===== src/crm_pkg.sv =====
// Package for the counter delta rate meter.
// Holds widths, rate scales, overflow limits and the controller/datapath link types.
package crm_pkg;

  localparam int unsigned LinkW = 32;
  localparam int unsigned CntW = 64;
  localparam int unsigned PktRateW = 32;
  localparam int unsigned DivCntW = 7;
  localparam logic [DivCntW-1:0] DivSteps = 7'd64;
  localparam int unsigned ScaleW = 23;
  localparam int unsigned HalfW = CntW / 2;

  localparam logic [CntW-1:0] PktScale = 64'd1000000;
  localparam logic [CntW-1:0] BitScale = 64'd8000000;
  localparam logic [CntW-1:0] PktLimit = 64'hFFFF_FFFF_FFFF_FFFF / PktScale;
  localparam logic [CntW-1:0] BitLimit = 64'hFFFF_FFFF_FFFF_FFFF / BitScale;
  localparam logic [CntW-1:0] AllOnes = 64'hFFFF_FFFF_FFFF_FFFF;
  localparam logic [CntW-1:0] Max32 = 64'h0000_0000_FFFF_FFFF;

  localparam logic [1:0] ResSat = 2'd0;
  localparam logic [1:0] ResAcc = 2'd1;
  localparam logic [1:0] ResSum = 2'd2;

  localparam logic MulSrcQuo = 1'b0;
  localparam logic MulSrcRem = 1'b1;
  localparam logic DivSrcNum = 1'b0;
  localparam logic DivSrcProd = 1'b1;

  typedef struct packed {
    logic       snap_load;
    logic       base_clear;
    logic       base_load;
    logic       dt_load;
    logic       div_start;
    logic       div_src;
    logic       mul_lo;
    logic       mul_hi;
    logic       mul_sum;
    logic       mul_src;
    logic       acc_load;
    logic       res_write;
    logic [1:0] res_sel;
    logic [1:0] idx;
    logic       out_write;
    logic       out_flag;
  } crm_cmd_t;

  typedef struct packed {
    logic stats_valid;
    logic rebase;
    logic div_busy;
    logic q_over;
    logic r_zero;
    logic r_over;
  } crm_status_t;

  function automatic logic [PktRateW-1:0] sat32(input logic [CntW-1:0] v);
    return (v > Max32) ? Max32[PktRateW-1:0] : v[PktRateW-1:0];
  endfunction

endpackage


===== src/crm_if.sv =====
// Handshake channels for the rate meter: snapshot input and rate output.
// Depends on crm_pkg for field widths.
interface crm_snap_if import crm_pkg::*; ();
  logic            valid;
  logic            ready;
  logic            stats_valid;
  logic [LinkW-1:0] link_id;
  logic [CntW-1:0] now_us;
  logic [CntW-1:0] tx_bytes_total;
  logic [CntW-1:0] rx_bytes_total;
  logic [CntW-1:0] tx_packets_total;
  logic [CntW-1:0] rx_packets_total;
  modport source (output valid, stats_valid, link_id, now_us, tx_bytes_total,
                  rx_bytes_total, tx_packets_total, rx_packets_total, input ready);
  modport sink (input valid, stats_valid, link_id, now_us, tx_bytes_total,
                rx_bytes_total, tx_packets_total, rx_packets_total, output ready);
endinterface

interface crm_rate_if import crm_pkg::*; ();
  logic                valid;
  logic                ready;
  logic                rate_valid;
  logic [PktRateW-1:0] tx_packet_rate;
  logic [PktRateW-1:0] rx_packet_rate;
  logic [CntW-1:0]     tx_bit_rate;
  logic [CntW-1:0]     rx_bit_rate;
  logic [CntW-1:0]     rate_time_us;
  modport source (output valid, rate_valid, tx_packet_rate, rx_packet_rate, tx_bit_rate,
                  rx_bit_rate, rate_time_us, input ready);
  modport sink (input valid, rate_valid, tx_packet_rate, rx_packet_rate, tx_bit_rate,
                rx_bit_rate, rate_time_us, output ready);
endinterface


===== src/crm_datapath.sv =====
// Datapath of the rate meter: snapshot and baseline registers, shared divider,
// constant multiplier, result registers and output word. Depends on crm_pkg.
module crm_datapath import crm_pkg::*; (
  input  logic          clk,
  input  logic          rst,
  input  crm_cmd_t      cmd,
  output crm_status_t   status,
  crm_snap_if.sink      snap,
  crm_rate_if.source    rate
);

  logic            s_valid;
  logic [LinkW-1:0] s_link;
  logic [CntW-1:0] s_now, s_txb, s_rxb, s_txp, s_rxp;
  logic            b_present;
  logic [LinkW-1:0] b_link;
  logic [CntW-1:0] b_time, b_txb, b_rxb, b_txp, b_rxp;
  logic [CntW-1:0] dt;
  logic [CntW-1:0] dv_rem, dv_quo;
  logic [DivCntW-1:0] dv_cnt;
  logic            dv_busy;
  logic [CntW-1:0] mlo, mhi, prod, acc;
  logic [CntW-1:0] res [4];
  logic [CntW-1:0] num, scale, limit, mul_op;
  logic [CntW:0]   shifted, diff, sum;

  always_comb begin
    case (cmd.idx)
      2'd0: num = s_txp - b_txp;
      2'd1: num = s_rxp - b_rxp;
      2'd2: num = s_txb - b_txb;
      default: num = s_rxb - b_rxb;
    endcase
    scale = cmd.idx[1] ? BitScale : PktScale;
    limit = cmd.idx[1] ? BitLimit : PktLimit;
    mul_op = (cmd.mul_src == MulSrcRem) ? dv_rem : dv_quo;
    shifted = {dv_rem, dv_quo[CntW-1]};
    diff = shifted - {1'b0, dt};
    sum = {1'b0, acc} + {1'b0, dv_quo};
  end

  assign status.stats_valid = s_valid;
  assign status.rebase = !b_present || (b_link != s_link) || (s_now <= b_time) ||
                         (s_txb < b_txb) || (s_rxb < b_rxb) ||
                         (s_txp < b_txp) || (s_rxp < b_rxp);
  assign status.div_busy = dv_busy;
  assign status.q_over = dv_quo > limit;
  assign status.r_zero = dv_rem == '0;
  assign status.r_over = dv_rem > limit;

  always_ff @(posedge clk) begin
    if (cmd.snap_load) begin
      s_valid <= snap.stats_valid;
      s_link <= snap.link_id;
      s_now <= snap.now_us;
      s_txb <= snap.tx_bytes_total;
      s_rxb <= snap.rx_bytes_total;
      s_txp <= snap.tx_packets_total;
      s_rxp <= snap.rx_packets_total;
    end
    if (cmd.dt_load) begin
      dt <= s_now - b_time;
    end
    if (cmd.div_start) begin
      dv_quo <= (cmd.div_src == DivSrcProd) ? prod : num;
      dv_rem <= '0;
    end else if (dv_busy) begin
      if (!diff[CntW]) begin
        dv_rem <= diff[CntW-1:0];
        dv_quo <= {dv_quo[CntW-2:0], 1'b1};
      end else begin
        dv_rem <= shifted[CntW-1:0];
        dv_quo <= {dv_quo[CntW-2:0], 1'b0};
      end
    end
    if (cmd.mul_lo) begin
      mlo <= CntW'(mul_op[HalfW-1:0] * scale[ScaleW-1:0]);
    end
    if (cmd.mul_hi) begin
      mhi <= CntW'(mul_op[CntW-1:HalfW] * scale[ScaleW-1:0]);
    end
    if (cmd.mul_sum) begin
      prod <= mlo + {mhi[HalfW-1:0], {HalfW{1'b0}}};
    end
    if (cmd.acc_load) begin
      acc <= prod;
    end
    if (cmd.res_write) begin
      case (cmd.res_sel)
        ResAcc: res[cmd.idx] <= acc;
        ResSum: res[cmd.idx] <= sum[CntW] ? AllOnes : sum[CntW-1:0];
        default: res[cmd.idx] <= AllOnes;
      endcase
    end
    if (cmd.out_write) begin
      rate.rate_valid <= cmd.out_flag;
      rate.tx_packet_rate <= cmd.out_flag ? sat32(res[0]) : '0;
      rate.rx_packet_rate <= cmd.out_flag ? sat32(res[1]) : '0;
      rate.tx_bit_rate <= cmd.out_flag ? res[2] : '0;
      rate.rx_bit_rate <= cmd.out_flag ? res[3] : '0;
      rate.rate_time_us <= cmd.out_flag ? s_now : '0;
    end
  end

  always_ff @(posedge clk) begin
    if (rst) begin
      dv_busy <= 1'b0;
      dv_cnt <= '0;
    end else if (cmd.div_start) begin
      dv_busy <= 1'b1;
      dv_cnt <= DivSteps;
    end else if (dv_busy) begin
      dv_cnt <= dv_cnt - 1'b1;
      dv_busy <= dv_cnt != 7'd1;
    end
  end

  always_ff @(posedge clk) begin
    if (rst || cmd.base_clear) begin
      b_present <= 1'b0;
      b_link <= '0;
      b_time <= '0;
      b_txb <= '0;
      b_rxb <= '0;
      b_txp <= '0;
      b_rxp <= '0;
    end else if (cmd.base_load) begin
      b_present <= 1'b1;
      b_link <= s_link;
      b_time <= s_now;
      b_txb <= s_txb;
      b_rxb <= s_rxb;
      b_txp <= s_txp;
      b_rxp <= s_rxp;
    end
  end

endmodule


===== src/crm_ctrl.sv =====
// Controller of the rate meter: sequences the four scaled ratios per word.
// Depends on crm_pkg for the command and status types.
module crm_ctrl import crm_pkg::*; (
  input  logic        clk,
  input  logic        rst,
  input  logic        in_valid,
  output logic        in_ready,
  output logic        out_valid,
  input  logic        out_ready,
  input  crm_status_t status,
  output crm_cmd_t    cmd
);

  localparam logic [4:0] SIdle = 5'd0;
  localparam logic [4:0] SEval = 5'd1;
  localparam logic [4:0] SDiv1 = 5'd2;
  localparam logic [4:0] SWait1 = 5'd3;
  localparam logic [4:0] SQChk = 5'd4;
  localparam logic [4:0] SQHi = 5'd5;
  localparam logic [4:0] SQSum = 5'd6;
  localparam logic [4:0] SQAcc = 5'd7;
  localparam logic [4:0] SRChk = 5'd8;
  localparam logic [4:0] SRHi = 5'd9;
  localparam logic [4:0] SRSum = 5'd10;
  localparam logic [4:0] SDiv2 = 5'd11;
  localparam logic [4:0] SWait2 = 5'd12;
  localparam logic [4:0] SAdd = 5'd13;
  localparam logic [4:0] SNext = 5'd14;
  localparam logic [4:0] SOut = 5'd15;

  logic [4:0] state, state_next;
  logic [1:0] idx, idx_next;
  logic       flag, flag_next;
  logic       out_free;

  assign in_ready = state == SIdle;
  assign out_free = !out_valid || out_ready;

  always_comb begin
    cmd = '0;
    cmd.idx = idx;
    state_next = state;
    idx_next = idx;
    flag_next = flag;
    case (state)
      SIdle: begin
        cmd.snap_load = in_valid;
        if (in_valid) state_next = SEval;
      end
      SEval: begin
        cmd.dt_load = 1'b1;
        idx_next = 2'd0;
        if (!status.stats_valid) begin
          cmd.base_clear = 1'b1;
          flag_next = 1'b0;
          state_next = SOut;
        end else if (status.rebase) begin
          cmd.base_load = 1'b1;
          flag_next = 1'b0;
          state_next = SOut;
        end else begin
          flag_next = 1'b1;
          state_next = SDiv1;
        end
      end
      SDiv1: begin
        cmd.div_start = 1'b1;
        cmd.div_src = DivSrcNum;
        state_next = SWait1;
      end
      SWait1: if (!status.div_busy) state_next = SQChk;
      SQChk: begin
        if (status.q_over) begin
          cmd.res_write = 1'b1;
          cmd.res_sel = ResSat;
          state_next = SNext;
        end else begin
          cmd.mul_lo = 1'b1;
          cmd.mul_src = MulSrcQuo;
          state_next = SQHi;
        end
      end
      SQHi: begin
        cmd.mul_hi = 1'b1;
        cmd.mul_src = MulSrcQuo;
        state_next = SQSum;
      end
      SQSum: begin
        cmd.mul_sum = 1'b1;
        state_next = SQAcc;
      end
      SQAcc: begin
        cmd.acc_load = 1'b1;
        state_next = SRChk;
      end
      SRChk: begin
        if (status.r_zero) begin
          cmd.res_write = 1'b1;
          cmd.res_sel = ResAcc;
          state_next = SNext;
        end else if (status.r_over) begin
          cmd.res_write = 1'b1;
          cmd.res_sel = ResSat;
          state_next = SNext;
        end else begin
          cmd.mul_lo = 1'b1;
          cmd.mul_src = MulSrcRem;
          state_next = SRHi;
        end
      end
      SRHi: begin
        cmd.mul_hi = 1'b1;
        cmd.mul_src = MulSrcRem;
        state_next = SRSum;
      end
      SRSum: begin
        cmd.mul_sum = 1'b1;
        state_next = SDiv2;
      end
      SDiv2: begin
        cmd.div_start = 1'b1;
        cmd.div_src = DivSrcProd;
        state_next = SWait2;
      end
      SWait2: if (!status.div_busy) state_next = SAdd;
      SAdd: begin
        cmd.res_write = 1'b1;
        cmd.res_sel = ResSum;
        state_next = SNext;
      end
      SNext: begin
        idx_next = idx + 2'd1;
        state_next = (idx == 2'd3) ? SOut : SDiv1;
      end
      SOut: begin
        if (out_free) begin
          cmd.out_write = 1'b1;
          cmd.out_flag = flag;
          cmd.base_load = flag;
          state_next = SIdle;
        end
      end
      default: state_next = SIdle;
    endcase
  end

  always_ff @(posedge clk) begin
    if (rst) begin
      state <= SIdle;
      idx <= '0;
      flag <= 1'b0;
      out_valid <= 1'b0;
    end else begin
      state <= state_next;
      idx <= idx_next;
      flag <= flag_next;
      if (cmd.out_write) begin
        out_valid <= 1'b1;
      end else if (out_ready) begin
        out_valid <= 1'b0;
      end
    end
  end

endmodule


===== src/counter_delta_rate_meter.sv =====
// Top level of the counter delta rate meter.
// Depends on crm_pkg, crm_if, crm_ctrl and crm_datapath.
//
// The snap channel takes one word per counter snapshot; the rate channel
// returns exactly one word per snapshot, in order. A snapshot with
// stats_valid low clears the baseline; one that cannot be compared with the
// baseline (none stored, other link, time not advanced, a counter gone back)
// replaces it. Both give a word with rate_valid low and all fields zero.
// Otherwise four scaled ratios are formed one after another on a single
// restoring divider that retires one quotient bit per cycle, with a
// constant multiplier split into two 32-bit halves.
// An invalid or rebaseline snapshot goes from evaluation straight to the
// output register. A computed snapshot needs four to eight divider passes:
// one per ratio, plus one when neither limit is hit and the remainder is not zero.
// One snapshot is worked on at a time; snap.ready is high only when idle.
// The output register holds a finished word while the receiver stalls, and
// the next snapshot is accepted and worked on meanwhile; it then waits for
// the register to free. Reset clears the baseline and empties the output.
module counter_delta_rate_meter import crm_pkg::*; (
  input  logic       clk,
  input  logic       rst,
  crm_snap_if.sink   snap,
  crm_rate_if.source rate
);

  crm_cmd_t    cmd;
  crm_status_t status;

  crm_ctrl u_ctrl (
    .clk       (clk),
    .rst       (rst),
    .in_valid  (snap.valid),
    .in_ready  (snap.ready),
    .out_valid (rate.valid),
    .out_ready (rate.ready),
    .status    (status),
    .cmd       (cmd)
  );

  crm_datapath u_datapath (
    .clk    (clk),
    .rst    (rst),
    .cmd    (cmd),
    .status (status),
    .snap   (snap),
    .rate   (rate)
  );

endmodule


===== src/flat_wrapper.sv =====
// flat-port wrapper written by rule: the top's interface ports become plain ports
module counter_delta_rate_meter_flat import crm_pkg::*;
  (clk, rst, snap_valid, snap_stats_valid, snap_link_id, snap_now_us, snap_tx_bytes_total, snap_rx_bytes_total, snap_tx_packets_total, snap_rx_packets_total, snap_ready, rate_valid, rate_rate_valid, rate_tx_packet_rate, rate_rx_packet_rate, rate_tx_bit_rate, rate_rx_bit_rate, rate_rate_time_us, rate_ready);
  crm_snap_if snap_i ();
  crm_rate_if rate_i ();
  input  logic clk;
  input  logic rst;
  input wire logic [$bits(snap_i.valid)-1:0] snap_valid;
  input wire logic [$bits(snap_i.stats_valid)-1:0] snap_stats_valid;
  input wire logic [$bits(snap_i.link_id)-1:0] snap_link_id;
  input wire logic [$bits(snap_i.now_us)-1:0] snap_now_us;
  input wire logic [$bits(snap_i.tx_bytes_total)-1:0] snap_tx_bytes_total;
  input wire logic [$bits(snap_i.rx_bytes_total)-1:0] snap_rx_bytes_total;
  input wire logic [$bits(snap_i.tx_packets_total)-1:0] snap_tx_packets_total;
  input wire logic [$bits(snap_i.rx_packets_total)-1:0] snap_rx_packets_total;
  output wire logic [$bits(snap_i.ready)-1:0] snap_ready;
  output wire logic [$bits(rate_i.valid)-1:0] rate_valid;
  output wire logic [$bits(rate_i.rate_valid)-1:0] rate_rate_valid;
  output wire logic [$bits(rate_i.tx_packet_rate)-1:0] rate_tx_packet_rate;
  output wire logic [$bits(rate_i.rx_packet_rate)-1:0] rate_rx_packet_rate;
  output wire logic [$bits(rate_i.tx_bit_rate)-1:0] rate_tx_bit_rate;
  output wire logic [$bits(rate_i.rx_bit_rate)-1:0] rate_rx_bit_rate;
  output wire logic [$bits(rate_i.rate_time_us)-1:0] rate_rate_time_us;
  input wire logic [$bits(rate_i.ready)-1:0] rate_ready;
  assign snap_i.valid = snap_valid;
  assign snap_i.stats_valid = snap_stats_valid;
  assign snap_i.link_id = snap_link_id;
  assign snap_i.now_us = snap_now_us;
  assign snap_i.tx_bytes_total = snap_tx_bytes_total;
  assign snap_i.rx_bytes_total = snap_rx_bytes_total;
  assign snap_i.tx_packets_total = snap_tx_packets_total;
  assign snap_i.rx_packets_total = snap_rx_packets_total;
  assign snap_ready = snap_i.ready;
  assign rate_valid = rate_i.valid;
  assign rate_rate_valid = rate_i.rate_valid;
  assign rate_tx_packet_rate = rate_i.tx_packet_rate;
  assign rate_rx_packet_rate = rate_i.rx_packet_rate;
  assign rate_tx_bit_rate = rate_i.tx_bit_rate;
  assign rate_rx_bit_rate = rate_i.rx_bit_rate;
  assign rate_rate_time_us = rate_i.rate_time_us;
  assign rate_i.ready = rate_ready;
  counter_delta_rate_meter u_core (.clk(clk), .rst(rst), .snap(snap_i), .rate(rate_i));
endmodule

===== config.mk =====
export PLATFORM = sky130hd
export DESIGN_NAME = counter_delta_rate_meter_flat
export DESIGN_NICKNAME = d
export VERILOG_FILES = /design/src/crm_pkg.sv /design/src/crm_if.sv /design/src/crm_datapath.sv /design/src/crm_ctrl.sv /design/src/counter_delta_rate_meter.sv /design/src/flat_wrapper.sv
export SDC_FILE = /design/constraint.sdc
export NUM_CORES = 2
export LEC_CHECK = 0
export BUFFER_PORTS_ARGS = -buffer_cell sky130_fd_sc_hd__clkbuf_2
export CAP_MARGIN = 20
export CORE_UTILIZATION = 67
export DETAILED_ROUTE_END_ITERATION = 8
export PLACE_DENSITY = 0.85
export SETUP_SLACK_MARGIN = 0.1
export SYNTH_ARGS = -nofsm -noshare
export SYNTH_HDL_FRONTEND = slang
export SYNTH_SLANG_ARGS = --single-unit

===== constraint.sdc =====
create_clock -name clk -period 18.9 [get_ports clk]
set_input_delay 1.89 -clock clk [delete_from_list [all_inputs] [get_ports clk]]
set_output_delay 1.89 -clock clk [all_outputs]
set_load 0.005 [all_outputs]

Yosys cells after proc, flatten, opt, wreduce, memory -nomap -nowiden
Memory sizes are Yosys's and may differ from the RTL's. A register that Yosys moved wholly into a read port is not among the register bits.
Cells that the tools add are included.
{ "op_classes": {"addsub": 10, "mul": 2, "div_mod_pow": 0, "n_lt_le_gt_ge": 9, "n_eq_ne": 26, "shifts": 0, "mux": 66, "n_bitwise": 2, "n_reduce_logical": 23} }
{ "ops": {"columns": ["operator", "count"], "rows": [
  ["2-to-1 mux 64 bit", 8],
  ["subtractor 64 bit", 5],
  ["< comparator 64 bit", 4],
  ["one-hot mux 64 bit (3 select lines)", 1],
  ["> comparator 64 x 32 -> 1 bit (second input constant)", 2],
  ["> comparator 64 x 45 -> 1 bit", 2],
  ["one-hot mux 5 bit (16 select lines)", 1],
  ["adder 64 x 64 -> 65 bit", 1],
  ["subtractor 65 x 64 -> 65 bit", 1],
  ["adder 55 x 64 -> 64 bit", 1],
  ["<= comparator 64 bit", 1],
  ["logical NOT 64 bit", 1],
  ["2-to-1 mux 32 bit", 2],
  ["multiplier 32 x 23 -> 55 bit", 1],
  ["2-to-1 mux 45 bit", 1],
  ["== test 5 x 4 -> 1 bit (second input constant)", 8],
  ["multiplier 32 x 23 -> 32 bit", 1],
  ["inequality test 32 bit", 1],
  ["2-to-1 mux 1 bit", 29],
  ["2-to-1 mux 23 bit", 1],
  ["== test 5 x 3 -> 1 bit (second input constant)", 4],
  ["2-to-1 mux 5 bit", 4],
  ["2-to-1 mux 4 bit", 4],
  ["2-to-1 mux 3 bit", 5],
  ["other kinds (21)", 49]
]} }
{ "word_totals": {"reg_bits": 1259, "latch_bits": 0, "ramBits": 256, "rom_bits": 0, "input_bits": 357, "out_inout_bits": 259, "memories": 1} }
{ "mem_list": {"columns": ["memory", "words", "width", "rd", "rd_clocked_by_memory_dff", "wr", "line_no", "source"], "rows": [
  ["u_core.u_datapath.res", 4, 64, 4, 2, 1, "crm_datapath.sv:23", "logic [CntW-1:0] res [4];"]
]} }

Logic depth before layout (Yosys ltp)
{ "logic_depth": {"word_depth": 11, "ltp_mapped": 45} }

Worst setup path after synthesis
Ideal clock, no wire load.
{ "synth_timing": {"path_kind": "flip-flop to flip-flop", "startpoint": "register u_core.u_ctrl.idx[1]", "endpoint": "register u_core.u_datapath.mlo[51], data pin", "arrival_time_ns": 10.490, "required_time_ns": 18.638, "setup_slack_ns": 8.147, "stages_incl_launch_ff": 43, "n_path_buf": 6, "synth_period_minus_slack_ns": 10.753, "cell_sequence": "dfxtp_1 -> clkbuf_1 -> inv_1 -> clkbuf_1 -> clkbuf_1 -> ha_1 -> a2111o_1 -> a21oi_1 -> nand2_1 -> a221oi_1 -> o21ai_0 -> a21oi_1 -> o211ai_1 -> buf_2 -> buf_2 -> mux2i_1 -> clkbuf_1 -> or2_2 -> [7 not listed] -> fa_1 -> fa_1 -> ha_1 -> ha_1 -> a21o_1 -> a21o_1 -> a21oi_1 -> o211ai_1 -> a211oi_1 -> o21a_1 -> o31a_1 -> a21oi_1 -> a21o_1 -> a21oi_1 -> nor2b_1 -> a2111oi_0 -> o21bai_1 -> xor2_1"} }
{ "synth_between": {"elab_chain_cells": 7} }
{ "synth_lines": {"columns": ["item", "line_no", "source"], "rows": [
  ["start: declaration", "crm_ctrl.sv:32", "logic [1:0] idx, idx_next;"],
  ["start signal: assignment", "crm_ctrl.sv:155", "idx <= idx_next;"],
  ["2-to-1 mux 45 bit", "crm_datapath.sv:35", "limit = cmd.idx[1] ? BitLimit : PktLimit;"],
  ["> comparator 64 x 45 -> 1 bit", "crm_datapath.sv:49", "assign status.r_over = dv_rem > limit;"],
  ["2-to-1 mux 1 bit", "crm_ctrl.sv:101", "end else if (status.r_over) begin"],
  ["2-to-1 mux 1 bit", "crm_ctrl.sv:97", "if (status.r_zero) begin"],
  ["one-hot mux 1 bit (2 select lines)", "crm_ctrl.sv:45", "case (state)"],
  ["2-to-1 mux 64 bit", "crm_datapath.sv:36", "mul_op = (cmd.mul_src == MulSrcRem) ? dv_rem : dv_quo;"],
  ["multiplier 32 x 23 -> 55 bit *", "crm_datapath.sv:77", "mlo <= CntW'(mul_op[HalfW-1:0] * scale[ScaleW-1:0]);"],
  ["end signal: assignment", "crm_datapath.sv:77", null],
  ["end: declaration", "crm_datapath.sv:22", "logic [CntW-1:0] mlo, mhi, prod, acc;"]
]} }
Mark *: on every way between the ends. The rest lies on a longest branch, timed or not.
A chain may end at the register's enable or synchronous reset.

Worst setup path in the final report
{ "layout_timing": {"startpoint": "register u_core.u_ctrl.idx[1]", "endpoint": "register u_core.u_datapath.mlo[54], data pin"} }
The elaborated chain is that of the path after synthesis.

==> impl_metrics.csv <==
group,metric,value,unit
outcome,status,"complete, but fails checks",
outcome,violations,"DRC",
floorplanning,initial_core_util,67.5,%
sta,clock_skew,0.0486,ns
clock_tree,clock_latency,0.83,ns
global_routing,antenna_found_initial,39,
clock_tree,cts_setup_buffers,0,
sta,fin_setup_tns,0,ns
critical_path,cp-end-kind,"flop",
route,wirelength,329000,µm
hold_path,worstHoldEndpoint,"u_core.u_datapath.prod[15]",
sta,min_period,12.19,ns
route,ant_nets,0,
synthesis,synth-seq-cells,1618,
sta,slew_violations,0,
global_routing,grt_pass1_vias,77400,
critical_path,r2r_slack,6.71,ns
critical_path,crit_fanout,39,
synthesis,synth_area_per_cell,10.6,µm²
synthesis,synthesis.nets,11100,
synthesis,synth_top_area_share,35.1,%
clock_tree,hold_buffers,0,
placed_design,gp_congestion,1.11,
route,avgViaCountPerCell,6.46,
hold_path,hold_class,"flop to flop",
placed_design,io_buffer_count,615,
run,maxCapViolCount,0,
clock_tree,cts_sinks,1618,
sta,rsz0062_at_grt,"false",
sta,finalSetupViolCount,0,
floorplanning,die_w,391,µm
critical_path,startpoint_type,"flop",
hold_path,holdCritStartpoint,"u_core.u_datapath.mlo[15]",
layout,fin_area,112000,µm²
floorplanning,num_rows,142,
global_routing,grt_max_degree,245,
critical_path,slowest_stage,"mux2i_2",
critical_path,r2r-start,"u_core.u_ctrl.idx[1]",
sta,fmax,82.1,MHz
synthesis,synth_edf_count,1185,
global_routing,grt_first_pass_wirelength,479000,µm
global_routing,grt-ovfl-total,0,
floorplanning,coreArea,150000,µm²
sta,relSlewSlack,13.8,%
layout,drive_gt1_share,10.6,%
route,dr_total_vias,79000,
synthesis,synthArstFlopShare,0,%
clock_tree,cts.repair.resized,0,
floorplanning,io_pins,616,
layout,largest_reg_flops,256,
critical_path,cp_slowest_stage_delay,0.85,ns
route,firstDrtPassIters,9,
sta,finalCritPeriodShare,64.5,%
synthesis,synth.yosys.seq_area_share,43.7,%
clock_tree,cts_htree_levels,4,
placed_design,placed_area,106000,µm²
critical_path,worst_ep_required_time,19.44,ns
route,drt_iter0_drc,8965,
global_routing,grt_usage,42.4,%
critical_path,crit_type,"flop to flop",
sta,hold_viol,0,
synthesis,netlist_area,101000,µm²
layout,largest-register,"u_core.u_datapath.res",
critical_path,r2r.worst_path.cells,42,
clock_tree,max-clock-path-buffers,3,
floorplanning,die-area,153000,µm²
sta,worstMarginPinSlew,1.29,ns
layout,fin_nets,11600,
synthesis,synth_warnings,0,
placed_design,post-dp-hpwl,247000,µm
synthesis,synthTopCellsByArea,"edfxtp_1, ha_1, dfxtp_1",
layout,syn_to_final_growth,10.4,%
clock_tree,cts-root-buf,"clkbuf_16",
synthesis,yosys.area.top_type,"edfxtp_1",
synthesis,synth_ff_type,"edfxtp_1",
floorplanning,fp.dieH,391,µm
hold_path,hold_path_depth,0,
critical_path,r2r-end,"u_core.u_datapath.mlo[54]",
critical_path,cp.arrival,12.73,ns
clock_tree,cts_tree,"yes",
clock_tree,cts_buffers,165,
synthesis,netlist_instances,9523,
route,drcViolationCount,1,
synthesis,synth_cell_types,104,
route,wire_per_inst,26.9,µm
clock_tree,path_clk_slew,0.06,ns
layout make-up:
class	count	area [µm²]
Multi-Input combinational cell	6574	51900
Sequential cell	1618	44300
Fill cell	9846	38200
Clock buffer	231	4700
Timing Repair Buffer	721	3910
Inverter	972	3650
Tap cell	2016	2520
Clock inverter	72	816
Antenna cell	31	77.6
kinds of logic after synthesis:
family / Yosys count / share of synthesized area [%]
xor+xnor: 546 / 4.72
compound gates: 2027 / 13.1
simple gates: 2295 / 10.7
buf+inv: 1331 / 5.22
fa+ha+maj: 1224 / 17.8
flops: 1618 / 43.7
mux: 482 / 4.78
per-layer routing:
metal / vias up / part of all wire, % / track usage (%)
met4: 10 / 9.0 / 31.9
li1: 35000 / - / -
met2: 4838 / 46 / 67.7
met3: 1225 / 9.9 / 9.46
met5: - / 0.022 / 0
met1: 37900 / 36 / 50.2
metrics by stage:
stage / setup slack (ns) / util [%] / hold slack, ns / cells
final: 6.71 / 74.6 / 0.419 / 12200
after global placement: 7.24 / 70.8 / 0.401 / 11900
after global routing: 6.19 / 74.5 / 0.423 / 12200
after floorplan: 8.15 / - / 0.400 / 9523
after detailed placement: 7.03 / 70.8 / 0.405 / 11900
after CTS: 7.02 / 74.5 / 0.414 / 12200
worst max-delay path: cells and delay by family, from the launching register on:
family | cells | cell delay (ns)
and+or+nand+nor | 6 | 1.37
buffers and inverters | 9 | 2.03
adders and majority gates | 9 | 3.52
AOI/OAI and AO/OA | 16 | 3.68
DFF | 1 | 0.31
xor gates and xnor gates | 1 | 0.09
muxes | 1 | 0.85
how the worst max path moves through the flow:
stage | from | slack, ns | end | cells after the start
after floorplan | u_core.u_ctrl.idx[1] | 8.15 | u_core.u_datapath.mlo[51] | 42
after global placement | u_core.u_ctrl.idx[1] | 7.24 | u_core.u_datapath.mlo[51] | 40
after detailed placement | u_core.u_ctrl.idx[1] | 7.03 | u_core.u_datapath.mlo[51] | 40
after CTS | u_core.u_ctrl.idx[1] | 7.02 | u_core.u_datapath.mlo[51] | 40
after global routing | u_core.u_ctrl.idx[1] | 6.19 | u_core.u_datapath.mlo[54] | 42
final | u_core.u_ctrl.idx[1] | 6.71 | u_core.u_datapath.mlo[54] | 42
placed cells by master, fill, tap and decap left out, drive strengths merged, types with 31 or more instances in the layout:
cell	netlist	routed
a211oi	79	79
a21o	264	264
a21oi	618	618
a221o	42	42
a221oi	43	43
a31oi	61	61
and2	32	32
and3	241	241
buf	77	105
clkbuf	282	847
clkinv	2	46
dfxtp	433	433
diode	0	31
edfxtp	1185	1185
fa	363	363
ha	852	852
inv	970	980
mux2i	468	468
nand2	439	439
nand2b	90	90
nand3	137	137
nand4	86	86
nor2	912	912
nor2b	83	83
nor3	83	83
nor4	65	65
o211ai	34	34
o21a	81	81
o21ai	405	405
o21bai	86	86
o22a	59	59
or2	31	31
or3	32	32
xnor2	366	366
xor2	180	180
cells in the mapped netlist, types with 86 or more instances:
library cell  instances
a21o_1              264
o21ai_0             388
nand4_1              86
xnor2_1             366
ha_1                852
mux2i_1             467
dfxtp_1             433
a21oi_1             616
nand2b_1             90
fa_1                363
xor2_1              180
clkbuf_1            279
o21bai_1             86
nand3_1             137
and3_1              241
inv_1               970
nor2_1              912
nand2_1             439
edfxtp_1           1185
Power is not shown: default switching activity piles up to over one toggle a cycle in this logic, so the estimate is an artifact.
